--- src/design/espl_pkg.sv ---
`default_nettype none

package espl_pkg;

    localparam int DIFF_W   = 32;
    localparam int CNT_W    = 5;
    localparam int RPM_W    = 24;
    localparam int THR_W    = 12;
    localparam int ALPHA_W  = 9;
    localparam int GAIN_W   = 8;
    localparam int DB_W     = 16;
    localparam int PERIOD_W = 24;
    localparam int ADDR_W   = 5;
    localparam int DATA_W   = 32;

    // 60e6 us per minute times 256 for the Q8 result
    localparam int                  SCALE_W = 34;
    localparam logic [SCALE_W-1:0]  SCALE   = 34'd15360000000;

    localparam logic [ALPHA_W-1:0]  ALPHA_ONE = 9'd256;

    localparam logic [DB_W-1:0]     DEBOUNCE_RST = 16'd1000;
    localparam logic [PERIOD_W-1:0] PERIOD_RST   = 24'd100000;
    localparam logic [ALPHA_W-1:0]  ALPHA_RST    = 9'd77;
    localparam logic [GAIN_W-1:0]   GAIN_RST     = 8'd51;
    localparam logic [DB_W-1:0]     DEADBAND_RST = 16'd768;
    localparam logic [RPM_W-1:0]    TARGET_RST   = 24'd21274;
    localparam logic [THR_W-1:0]    MIN_THR_RST  = 12'd1250;
    localparam logic [THR_W-1:0]    MAX_THR_RST  = 12'd2000;
    localparam logic [THR_W-1:0]    THR_RST      = 12'd1300;

    localparam logic OP_EDGE = 1'b0;
    localparam logic OP_TICK = 1'b1;

    typedef enum logic [2:0] {
        REG_DEBOUNCE = 3'd0,
        REG_PERIOD   = 3'd1,
        REG_ALPHA    = 3'd2,
        REG_GAIN     = 3'd3,
        REG_DEADBAND = 3'd4,
        REG_TARGET   = 3'd5,
        REG_MIN_THR  = 3'd6,
        REG_MAX_THR  = 3'd7
    } t_reg_idx;

    typedef enum logic [2:0] {
        R_IDLE,
        R_MUL,
        R_CHK,
        R_DIV,
        R_DONE
    } t_rate_state;

    typedef enum logic [2:0] {
        C_IDLE,
        C_RATE,
        C_EMA,
        C_MIX,
        C_ERR,
        C_PROD,
        C_OUT
    } t_ctl_state;

endpackage

`default_nettype wire

--- src/design/encoder_speed_p_loop_unit.sv ---
// Encoder speed measurement with an incremental proportional throttle loop.
// Input stream: s_axis_tuser is the item kind (encoder edge or time tick),
// s_axis_tdata the microsecond timestamp. An edge outside the debounce window
// bumps the pulse counter; an edge, or a tick before the control period has
// passed, produces no output.
// A due tick yields one transfer on the output stream: throttle, smoothed
// RPM (Q8) and pulse count in m_axis_tdata, the deadband flag in m_axis_tuser.
// A due tick runs through the rate unit (a bit-serial multiply, a check
// step, a bit-serial divide and a done step), then through smoothing
// products, average, error, gain product and clamp/load. A zero or
// saturated sample skips the divide. s_axis_tready is low meanwhile, so
// the next item is taken only after the result has been loaded.
// The result sits in an output register; while the receiver stalls the
// block keeps taking items, and a following due tick waits at the end of its
// computation until the register is free.
// Reset restores the default register values, clears counters, times and
// the smoothed speed, and sets the throttle to 1300 us. Configuration is written
// over the APB port by the user only while idle; the block does not enforce it.
`default_nettype none

module encoder_speed_p_loop_unit #(
    parameter int PULSES_PER_TURN = 100,
    parameter int TIME_BITS       = 32
) (
    input  wire logic                          i_clk,
    input  wire logic                          i_rst_n,

    input  wire logic                          s_axis_tvalid,
    output logic                               s_axis_tready,
    input  wire logic [31:0]                   s_axis_tdata,  // [31:0] time_us
    input  wire logic [0:0]                    s_axis_tuser,  // [0] op

    output logic                               m_axis_tvalid,
    input  wire logic                          m_axis_tready,
    // [11:0] throttle, [35:12] rpm_q8, [67:36] pulses_seen, [71:68] zero
    output logic [71:0]                        m_axis_tdata,
    output logic [0:0]                         m_axis_tuser,  // [0] held

    input  wire logic                          psel,
    input  wire logic                          penable,
    input  wire logic                          pwrite,
    input  wire logic [espl_pkg::ADDR_W-1:0]   paddr,
    input  wire logic [espl_pkg::DATA_W-1:0]   pwdata,
    output logic [espl_pkg::DATA_W-1:0]        prdata,
    output logic                               pready
);

    localparam int TW = (TIME_BITS > 32) ? 32 : TIME_BITS;
    localparam int EW = (TW > espl_pkg::PERIOD_W) ? TW : espl_pkg::PERIOD_W;

    espl_pkg::t_ctl_state r_state, n_state;

    logic [espl_pkg::DB_W-1:0]     r_debounce;
    logic [espl_pkg::PERIOD_W-1:0] r_period;
    logic [espl_pkg::ALPHA_W-1:0]  r_alpha;
    logic [espl_pkg::GAIN_W-1:0]   r_gain;
    logic [espl_pkg::DB_W-1:0]     r_deadband;
    logic [espl_pkg::RPM_W-1:0]    r_target;
    logic [espl_pkg::THR_W-1:0]    r_min_thr;
    logic [espl_pkg::THR_W-1:0]    r_max_thr;

    logic [espl_pkg::DIFF_W-1:0]   r_edge_count;
    logic [TW-1:0]                 r_last_edge;
    logic [TW-1:0]                 r_last_upd;
    logic [espl_pkg::DIFF_W-1:0]   r_count_at_upd;
    logic [espl_pkg::RPM_W-1:0]    r_smoothed;
    logic [espl_pkg::THR_W-1:0]    r_last_thr;

    logic [32:0]                   r_p1;
    logic [32:0]                   r_p2;
    logic signed [24:0]            r_err;
    logic                          r_held;
    logic signed [33:0]            r_prod;

    logic                          r_out_valid;
    logic [espl_pkg::THR_W-1:0]    r_out_thr;
    logic [espl_pkg::RPM_W-1:0]    r_out_rpm;
    logic [espl_pkg::DIFF_W-1:0]   r_out_pulses;
    logic                          r_out_held;

    logic                          w_acc;
    logic                          w_cfg_wr;
    espl_pkg::t_reg_idx            w_reg;
    logic [TW-1:0]                 w_now;
    logic [TW-1:0]                 w_edge_el;
    logic                          w_edge_ok;
    logic [TW-1:0]                 w_dt;
    logic                          w_due;
    logic                          w_start;
    logic                          w_load;
    logic                          w_out_free;
    logic                          w_rate_done;
    logic [espl_pkg::RPM_W-1:0]    w_rate_rpm;
    logic [espl_pkg::DIFF_W-1:0]   w_diff;
    logic [espl_pkg::ALPHA_W-1:0]  w_alpha;
    logic [espl_pkg::ALPHA_W-1:0]  w_beta;
    logic [33:0]                   w_mix;
    logic                          w_held;
    logic signed [17:0]            w_step;
    logic signed [18:0]            w_next;
    logic signed [18:0]            w_hi_cl;
    logic [espl_pkg::THR_W-1:0]    w_clamp;
    logic [espl_pkg::THR_W-1:0]    w_thr;

    assign w_acc      = s_axis_tvalid && s_axis_tready;
    assign w_cfg_wr   = psel && penable && pwrite && pready;
    assign w_reg      = espl_pkg::t_reg_idx'(paddr[espl_pkg::ADDR_W-1:2]);
    assign w_now      = s_axis_tdata[TW-1:0];
    assign w_edge_el  = w_now - r_last_edge;
    assign w_edge_ok  = (w_edge_el > TW'(r_debounce));
    assign w_dt       = w_now - r_last_upd;
    assign w_due      = (EW'(w_dt) >= EW'(r_period));
    assign w_diff     = r_edge_count - r_count_at_upd;
    assign w_out_free = !r_out_valid || m_axis_tready;

    assign w_alpha = r_alpha[espl_pkg::ALPHA_W-1] ? espl_pkg::ALPHA_ONE : r_alpha;
    assign w_beta  = espl_pkg::ALPHA_ONE - w_alpha;
    assign w_mix   = 34'(r_p1) + 34'(r_p2) + 34'd128;

    // |target - smoothed| < deadband, without forming the magnitude
    assign w_held = (26'(r_target) < 26'(r_smoothed) + 26'(r_deadband)) &&
                    (26'(r_smoothed) < 26'(r_target) + 26'(r_deadband));

    assign w_step  = r_prod[33:16];
    assign w_next  = $signed({7'b0, r_last_thr}) + $signed({w_step[17], w_step});
    assign w_hi_cl = (w_next > $signed({7'b0, r_max_thr})) ?
                     $signed({7'b0, r_max_thr}) : w_next;
    assign w_clamp = (w_hi_cl < $signed({7'b0, r_min_thr})) ?
                     r_min_thr : w_hi_cl[espl_pkg::THR_W-1:0];
    assign w_thr   = r_held ? r_last_thr : w_clamp;

    espl_rate #(
        .PULSES_PER_TURN (PULSES_PER_TURN),
        .TIME_BITS       (TIME_BITS)
    ) u_rate (
        .i_clk   (i_clk),
        .i_rst_n (i_rst_n),
        .i_start (w_start),
        .i_diff  (w_diff),
        .i_dt    (w_dt),
        .o_done  (w_rate_done),
        .o_rpm   (w_rate_rpm)
    );

    always_comb begin
        n_state = r_state;
        unique case (r_state)
            espl_pkg::C_IDLE: begin
                if (w_acc && (s_axis_tuser[0] == espl_pkg::OP_TICK) && w_due) begin
                    n_state = espl_pkg::C_RATE;
                end
            end
            espl_pkg::C_RATE: begin
                if (w_rate_done) begin
                    n_state = espl_pkg::C_EMA;
                end
            end
            espl_pkg::C_EMA:  n_state = espl_pkg::C_MIX;
            espl_pkg::C_MIX:  n_state = espl_pkg::C_ERR;
            espl_pkg::C_ERR:  n_state = espl_pkg::C_PROD;
            espl_pkg::C_PROD: n_state = espl_pkg::C_OUT;
            espl_pkg::C_OUT: begin
                if (w_out_free) begin
                    n_state = espl_pkg::C_IDLE;
                end
            end
            default: begin
                n_state = espl_pkg::C_IDLE;
            end
        endcase
    end

    always_comb begin
        s_axis_tready = (r_state == espl_pkg::C_IDLE);
        w_start       = (r_state == espl_pkg::C_IDLE) && w_acc &&
                        (s_axis_tuser[0] == espl_pkg::OP_TICK) && w_due;
        w_load        = (r_state == espl_pkg::C_OUT) && w_out_free;
    end

    always_comb begin
        prdata = '0;
        unique case (w_reg)
            espl_pkg::REG_DEBOUNCE: prdata = espl_pkg::DATA_W'(r_debounce);
            espl_pkg::REG_PERIOD:   prdata = espl_pkg::DATA_W'(r_period);
            espl_pkg::REG_ALPHA:    prdata = espl_pkg::DATA_W'(r_alpha);
            espl_pkg::REG_GAIN:     prdata = espl_pkg::DATA_W'(r_gain);
            espl_pkg::REG_DEADBAND: prdata = espl_pkg::DATA_W'(r_deadband);
            espl_pkg::REG_TARGET:   prdata = espl_pkg::DATA_W'(r_target);
            espl_pkg::REG_MIN_THR:  prdata = espl_pkg::DATA_W'(r_min_thr);
            espl_pkg::REG_MAX_THR:  prdata = espl_pkg::DATA_W'(r_max_thr);
            default:                prdata = '0;
        endcase
    end

    assign pready = 1'b1;

    always_ff @(posedge i_clk) begin
        if (!i_rst_n) begin
            r_debounce <= espl_pkg::DEBOUNCE_RST;
            r_period   <= espl_pkg::PERIOD_RST;
            r_alpha    <= espl_pkg::ALPHA_RST;
            r_gain     <= espl_pkg::GAIN_RST;
            r_deadband <= espl_pkg::DEADBAND_RST;
            r_target   <= espl_pkg::TARGET_RST;
            r_min_thr  <= espl_pkg::MIN_THR_RST;
            r_max_thr  <= espl_pkg::MAX_THR_RST;
        end else if (w_cfg_wr) begin
            unique case (w_reg)
                espl_pkg::REG_DEBOUNCE: r_debounce <= pwdata[espl_pkg::DB_W-1:0];
                espl_pkg::REG_PERIOD:   r_period   <= pwdata[espl_pkg::PERIOD_W-1:0];
                espl_pkg::REG_ALPHA:    r_alpha    <= pwdata[espl_pkg::ALPHA_W-1:0];
                espl_pkg::REG_GAIN:     r_gain     <= pwdata[espl_pkg::GAIN_W-1:0];
                espl_pkg::REG_DEADBAND: r_deadband <= pwdata[espl_pkg::DB_W-1:0];
                espl_pkg::REG_TARGET:   r_target   <= pwdata[espl_pkg::RPM_W-1:0];
                espl_pkg::REG_MIN_THR:  r_min_thr  <= pwdata[espl_pkg::THR_W-1:0];
                espl_pkg::REG_MAX_THR:  r_max_thr  <= pwdata[espl_pkg::THR_W-1:0];
                default: begin
                end
            endcase
        end
    end

    always_ff @(posedge i_clk) begin
        if (!i_rst_n) begin
            r_state        <= espl_pkg::C_IDLE;
            r_edge_count   <= '0;
            r_last_edge    <= '0;
            r_last_upd     <= '0;
            r_count_at_upd <= '0;
            r_smoothed     <= '0;
            r_last_thr     <= espl_pkg::THR_RST;
            r_out_valid    <= 1'b0;
        end else begin
            r_state <= n_state;
            if (r_state == espl_pkg::C_IDLE && w_acc &&
                s_axis_tuser[0] == espl_pkg::OP_EDGE && w_edge_ok) begin
                r_edge_count <= r_edge_count + 1'b1;
                r_last_edge  <= w_now;
            end
            if (w_start) begin
                r_count_at_upd <= r_edge_count;
                r_last_upd     <= w_now;
            end
            if (r_state == espl_pkg::C_MIX) begin
                r_smoothed <= w_mix[espl_pkg::RPM_W+7:8];
            end
            if (w_load) begin
                r_last_thr  <= w_thr;
                r_out_valid <= 1'b1;
            end else if (m_axis_tready) begin
                r_out_valid <= 1'b0;
            end
        end
    end

    always_ff @(posedge i_clk) begin
        if (r_state == espl_pkg::C_EMA) begin
            r_p1 <= 33'(w_alpha) * 33'(w_rate_rpm);
            r_p2 <= 33'(w_beta) * 33'(r_smoothed);
        end
        if (r_state == espl_pkg::C_ERR) begin
            r_err  <= $signed({1'b0, r_target}) - $signed({1'b0, r_smoothed});
            r_held <= w_held;
        end
        if (r_state == espl_pkg::C_PROD) begin
            r_prod <= $signed({1'b0, r_gain}) * r_err;
        end
        if (w_load) begin
            r_out_thr    <= w_thr;
            r_out_rpm    <= r_smoothed;
            r_out_pulses <= r_edge_count;
            r_out_held   <= r_held;
        end
    end

    assign m_axis_tvalid = r_out_valid;
    assign m_axis_tdata  = {4'b0, r_out_pulses, r_out_rpm, r_out_thr};
    assign m_axis_tuser  = r_out_held;

endmodule

`default_nettype wire

--- src/design/espl_rate.sv ---
`default_nettype none

module espl_rate #(
    parameter int PULSES_PER_TURN = 100,
    parameter int TIME_BITS       = 32,
    localparam int TW             = (TIME_BITS > 32) ? 32 : TIME_BITS
) (
    input  wire logic                            i_clk,
    input  wire logic                            i_rst_n,
    input  wire logic                            i_start,
    input  wire logic [espl_pkg::DIFF_W-1:0]     i_diff,
    input  wire logic [TW-1:0]                   i_dt,
    output logic                                 o_done,
    output logic [espl_pkg::RPM_W-1:0]           o_rpm
);

    localparam int PW = $clog2(PULSES_PER_TURN + 1);
    localparam int DW = PW + TW;
    localparam int NW = espl_pkg::DIFF_W + espl_pkg::SCALE_W;
    localparam int QW = espl_pkg::RPM_W;
    localparam int HW = NW - QW;
    localparam int CW = ((HW > DW) ? HW : DW) + 1;

    espl_pkg::t_rate_state r_state, n_state;

    logic [espl_pkg::CNT_W-1:0]  r_cnt;
    logic [NW-1:0]               r_n;
    logic [NW-1:0]               r_nk;
    logic [espl_pkg::DIFF_W-1:0] r_mpl;
    logic [DW-1:0]               r_d;
    logic [DW-1:0]               r_dk;
    logic [TW-1:0]               r_dt;
    logic [DW-1:0]               r_rem;
    logic [QW-1:0]               r_lo;
    logic [QW-1:0]               r_q;

    logic                        w_mul_end;
    logic                        w_div_end;
    logic                        w_zero;
    logic                        w_ovf;
    logic [DW:0]                 w_shift;
    logic [DW:0]                 w_sub;
    logic                        w_ge;

    assign w_mul_end = (r_cnt == espl_pkg::CNT_W'(espl_pkg::DIFF_W - 1));
    assign w_div_end = (r_cnt == espl_pkg::CNT_W'(QW - 1));
    assign w_zero    = (r_n == '0);
    assign w_ovf     = (CW'(r_n[NW-1:QW]) >= CW'(r_d));
    assign w_shift   = {r_rem, r_lo[QW-1]};
    assign w_sub     = w_shift - {1'b0, r_d};
    assign w_ge      = (w_shift >= {1'b0, r_d});

    always_comb begin
        n_state = r_state;
        unique case (r_state)
            espl_pkg::R_IDLE: begin
                if (i_start) begin
                    n_state = espl_pkg::R_MUL;
                end
            end
            espl_pkg::R_MUL: begin
                if (w_mul_end) begin
                    n_state = espl_pkg::R_CHK;
                end
            end
            espl_pkg::R_CHK: begin
                if (w_zero || w_ovf) begin
                    n_state = espl_pkg::R_DONE;
                end else begin
                    n_state = espl_pkg::R_DIV;
                end
            end
            espl_pkg::R_DIV: begin
                if (w_div_end) begin
                    n_state = espl_pkg::R_DONE;
                end
            end
            espl_pkg::R_DONE: begin
                n_state = espl_pkg::R_IDLE;
            end
            default: begin
                n_state = espl_pkg::R_IDLE;
            end
        endcase
    end

    always_comb begin
        o_done = (r_state == espl_pkg::R_DONE);
        o_rpm  = r_q;
    end

    always_ff @(posedge i_clk) begin
        if (!i_rst_n) begin
            r_state <= espl_pkg::R_IDLE;
            r_cnt   <= '0;
        end else begin
            r_state <= n_state;
            if ((r_state == espl_pkg::R_MUL) || (r_state == espl_pkg::R_DIV)) begin
                if ((r_state == espl_pkg::R_MUL && w_mul_end) ||
                    (r_state == espl_pkg::R_DIV && w_div_end)) begin
                    r_cnt <= '0;
                end else begin
                    r_cnt <= r_cnt + 1'b1;
                end
            end else begin
                r_cnt <= '0;
            end
        end
    end

    // shift-add products: N = diff * SCALE, D = PULSES_PER_TURN * dt
    // then restoring division, one quotient bit per cycle
    always_ff @(posedge i_clk) begin
        case (r_state)
            espl_pkg::R_IDLE: begin
                if (i_start) begin
                    r_n   <= '0;
                    r_nk  <= NW'(espl_pkg::SCALE);
                    r_mpl <= i_diff;
                    r_d   <= '0;
                    r_dk  <= DW'(PULSES_PER_TURN);
                    r_dt  <= i_dt;
                end
            end
            espl_pkg::R_MUL: begin
                if (r_mpl[0]) begin
                    r_n <= r_n + r_nk;
                end
                if (r_dt[0]) begin
                    r_d <= r_d + r_dk;
                end
                r_nk  <= r_nk << 1;
                r_mpl <= r_mpl >> 1;
                r_dk  <= r_dk << 1;
                r_dt  <= r_dt >> 1;
            end
            espl_pkg::R_CHK: begin
                if (w_zero) begin
                    r_q <= '0;
                end else if (w_ovf) begin
                    r_q <= '1;
                end else begin
                    r_rem <= DW'(r_n[NW-1:QW]);
                    r_lo  <= r_n[QW-1:0];
                end
            end
            espl_pkg::R_DIV: begin
                r_rem <= w_ge ? w_sub[DW-1:0] : w_shift[DW-1:0];
                r_lo  <= r_lo << 1;
                r_q   <= {r_q[QW-2:0], w_ge};
            end
            default: begin
            end
        endcase
    end

endmodule

`default_nettype wire
--- config.mk ---
export PLATFORM = sky130hd
export DESIGN_NAME = encoder_speed_p_loop_unit
export DESIGN_NICKNAME = d
export VERILOG_FILES = /design/src/design/espl_pkg.sv /design/src/design/encoder_speed_p_loop_unit.sv /design/src/design/espl_rate.sv
export SDC_FILE = /design/constraint.sdc
export NUM_CORES = 2
export LEC_CHECK = 0
export ABC_AREA = 1
export BUFFER_PORTS_ARGS = -buffer_cell sky130_fd_sc_hd__buf_4
export CORE_AREA = 2 2 456 458
export CTS_CLUSTER_DIAMETER = 150
export DETAILED_ROUTE_END_ITERATION = 16
export DIE_AREA = 0 0 458 460
export PLACE_DENSITY = 0.57
export SKIP_LAST_GASP = 1
export SLEW_MARGIN = 40
export SYNTH_ARGS = -nofsm -noshare
export SYNTH_HDL_FRONTEND = slang
export SYNTH_HIERARCHICAL = 1
export SYNTH_SLANG_ARGS = --single-unit
--- constraint.sdc ---
create_clock -name i_clk -period 15.52 [get_ports i_clk]
set_clock_uncertainty 0.2 [all_clocks]
set_input_delay 2.328 -clock i_clk [delete_from_list [all_inputs] [get_ports i_clk]]
set_output_delay 2.328 -clock i_clk [all_outputs]
set_load 0.005 [all_outputs]
==> metrics.csv <==
stage,metric,value,unit
status,run_status,"complete, no violations",
synthesis,yosysWarnings,6,
synthesis,postSynthCellCount,9357,
synthesis,netlist-cell-type-count,64,
worst_setup_path,critical_path.startpoint_type,flip-flop,
synthesis,synth-main-ff-cell,edfxtp_1,
floorplan,initial_core_util,0.3480,
floorplan,fp.coreArea,206000,um^2
cts,cts_buffers,92,
worst_setup_path,crit_path_max_fanout,45,
drt,wl_per_cell,17.61,um
cts,postCtsSetupRepairBufs,0,
cts,clockBufferDepth,3,
global_routing,antenna_found_initial,4,
worst_setup_path,crit_type,reg2reg,
floorplan,die-area,210700,um^2
worst_hold_path,hp-class,reg2reg,
global_routing,overflow,0,
worst_setup_path,setup.worst_path.end_class,flip-flop,
worst_setup_path,arrival,9.04,ns
timing,setup_tns,0,ns
final_layout,seqCellArea,20510,um^2
worst_setup_path,crit_path_top_delay_cell,clkinv_1,
final_layout,final_cells,12200,
synthesis,ys_seq_elements,782,
timing,rsz0062_at_grt,no,
pwr,power_density,165.8,nW/um^2
drt,ant_nets,0,
final_layout,final_cell_mix,"2165 x nand2_1, 1520 x inv_1, 992 x nor2_1",
drt,drt_iter0_drc,4993,
global_routing,grt_start_max_net_pins,92,
drt,viasPerCell,5.067,
timing,worst_slew_pin_slew,0.9247,ns
drt,drc,0,
placement,hpwl,169100,um
drt,wirelength,214800,um
pwr,p_leak,37.61,nW
worst_setup_path,crit_buf_inv,7,
pwr,p_total,13.08,mW
cts,cts-htree-levels,3,
floorplan,die_w,458,um
timing,relSlewSlack,0.3835,
final_layout,nFillCells,21410,
final_layout,syn_to_final_growth,9.966,%
cts,cts_tree,built,
global_routing,grt_pass1_vias,60030,
pwr,ir_worst_vdd,0.1039,mV
timing,fin_crit_sh,0.5673,
drt,via_count,61810,
cts,post_cts_resized,0,
synthesis,syn_area_per_cell,7.663,um^2
global_routing,grt_pass1_wl,338800,um
drt,dr.pass1.iters,6,
timing,maxSlewViolCount,0,
timing,hold_viol,0,
placement,portBuffers,161,
cts,cts.sinks,782,
cts,cts_root_buf,clkbuf_16,
cts,cts.reportedPaths.clkPinSlew,0.08,ns
synthesis,synthArstFlopShare,0,
global_routing,track_usage,0.2015,
floorplan,io_pins,185,
floorplan,fp.dieH,460,um
worst_setup_path,cpMostUsedCell,nand2_1,
timing,setup_viol,0,
worst_setup_path,critPathTopFamily,adder cells,
synthesis,syn_area,71700,um^2
timing,fmax,113.6,MHz
timing,min_period,8.805,ns
final_layout,drive_gt1_frac,0.04846,
job,cap_viol_max_count,0,
final_layout,final_common_cell,nand2_1,
worst_setup_path,critPathMaxStageDelay,0.87,ns
placement,dp_cells,12020,
synthesis,synth_edf_count,485,
cts,clock_latency,0.74,ns
final_layout,finalNetCount,10620,
synthesis,ys_seq_area_frac,0.2860,
placement,routabilityCongestion,0.9521,
worst_setup_path,worstPathRequired,15.76,ns
floorplan,rows,167,
final_layout,multi_input_area,44320,um^2
cts,ctsHoldBuffers,0,
per-stage QoR:
step / hold slack, ns / utilization / area [um^2] / worst slack [ns]
floorplan: 0.2175 / - / 71750 / 3.090
global placement: 0.2304 / 0.3671 / 75620 / 6.710
detailed placement: 0.2445 / 0.3676 / 75730 / 6.884
CTS: 0.2581 / 0.3825 / 78800 / 7.050
global route: 0.2685 / 0.3827 / 78850 / 6.163
finish: 0.2549 / 0.3827 / 78850 / 6.715
report_power, final:
part           switching, mW  internal, mW  total [mW]
Combinational           4.89          2.56        7.45
Sequential             0.400          2.99        3.39
Clock                  0.977          1.26        2.23
registers in the layout, indices dropped and copies added (netlist names), 37 cells and up:
name          count
u_rate/r_d       37
u_rate/r_dk      37
u_rate/r_n       50
u_rate/r_nk      49
u_rate/r_rem     39
routing by layer:
metal,part of all wire,up-vias,global-route usage
met4,0.033,0,0.06717
li1,-,30240,-
met3,0.057,292,0.02425
met5,0,-,0
met1,0.47,29630,0.2879
met2,0.44,1655,0.3145
Yosys cell counts, types with 9 or more instances:
master | n | share of area
buf_1 | 15 | 0.00079
dfxtp_1 | 297 | 0.083
o21ai_0 | 453 | 0.032
o21ai_1 | 71 | 0.0050
o21bai_1 | 32 | 0.0034
nand4_1 | 54 | 0.0047
or2_2 | 12 | 0.0010
o211ai_1 | 41 | 0.0043
nor4_1 | 29 | 0.0025
ha_1 | 658 | 0.11
buf_4 | 22 | 0.0023
fa_1 | 472 | 0.13
buf_2 | 13 | 0.00091
xnor2_1 | 107 | 0.013
nor2_1 | 1006 | 0.053
nor2_2 | 10 | 0.00087
a21oi_1 | 751 | 0.052
o221ai_1 | 15 | 0.0018
nor3_1 | 91 | 0.0064
clkbuf_1 | 190 | 0.0099
nand2_1 | 2166 | 0.11
o21a_1 | 33 | 0.0035
nand3_1 | 307 | 0.021
buf_6 | 16 | 0.0025
xor2_1 | 203 | 0.025
inv_1 | 1530 | 0.080
edfxtp_1 | 485 | 0.20
o22ai_1 | 28 | 0.0024
clkbuf_2 | 15 | 0.0010
nand3b_1 | 12 | 0.0013
a211oi_1 | 17 | 0.0018
a21o_1 | 43 | 0.0045
a31oi_1 | 35 | 0.0031
nand2_2 | 9 | 0.00079
or2_1 | 12 | 0.0010
a221oi_1 | 16 | 0.0020
a21boi_0 | 15 | 0.0016
o2111ai_1 | 9 | 0.0011
path summary, 6_finish.rpt:
kind | from | endpoint | slack, ns | cells after the start
setup / recovery | r_alpha[8] | r_p2[26] | 6.72 | 34
hold / removal | r_last_upd[14] | r_last_upd[14] | 0.25 | 2
setup reg to reg | r_alpha[8] | r_p2[26] | 6.72 | 34
hold reg to reg | r_last_upd[14] | r_last_upd[14] | 0.25 | 2
area by class of cell:
cell class                      instances  share of cell area
Antenna cell                            2          0.00006347
Clock buffer                          122             0.03247
Clock inverter                         49            0.006427
Inverter                             1540             0.07339
Multi-Input combinational cell       6775              0.5620
Sequential cell                       782              0.2601
Tap cell                             2704             0.04291
Timing Repair Buffer                  225             0.02255
tightest hold or removal path, cell delays in order, from the launching register on:
cell	delay [ns]
dfxtp_1	0.30
inv_1	0.06
a21oi_1	0.06
logic make-up after synthesis:
logic type / synth area share
AO/OA/AOI/OAI: 0.1237
flip-flops: 0.2860
buffers and inverters: 0.09812
AND/OR/NAND/NOR: 0.2075
XOR/XNOR: 0.03787
adder cells (fa/ha/maj): 0.2466
other: 0.0001047
(Power assumes the default switching activity.)
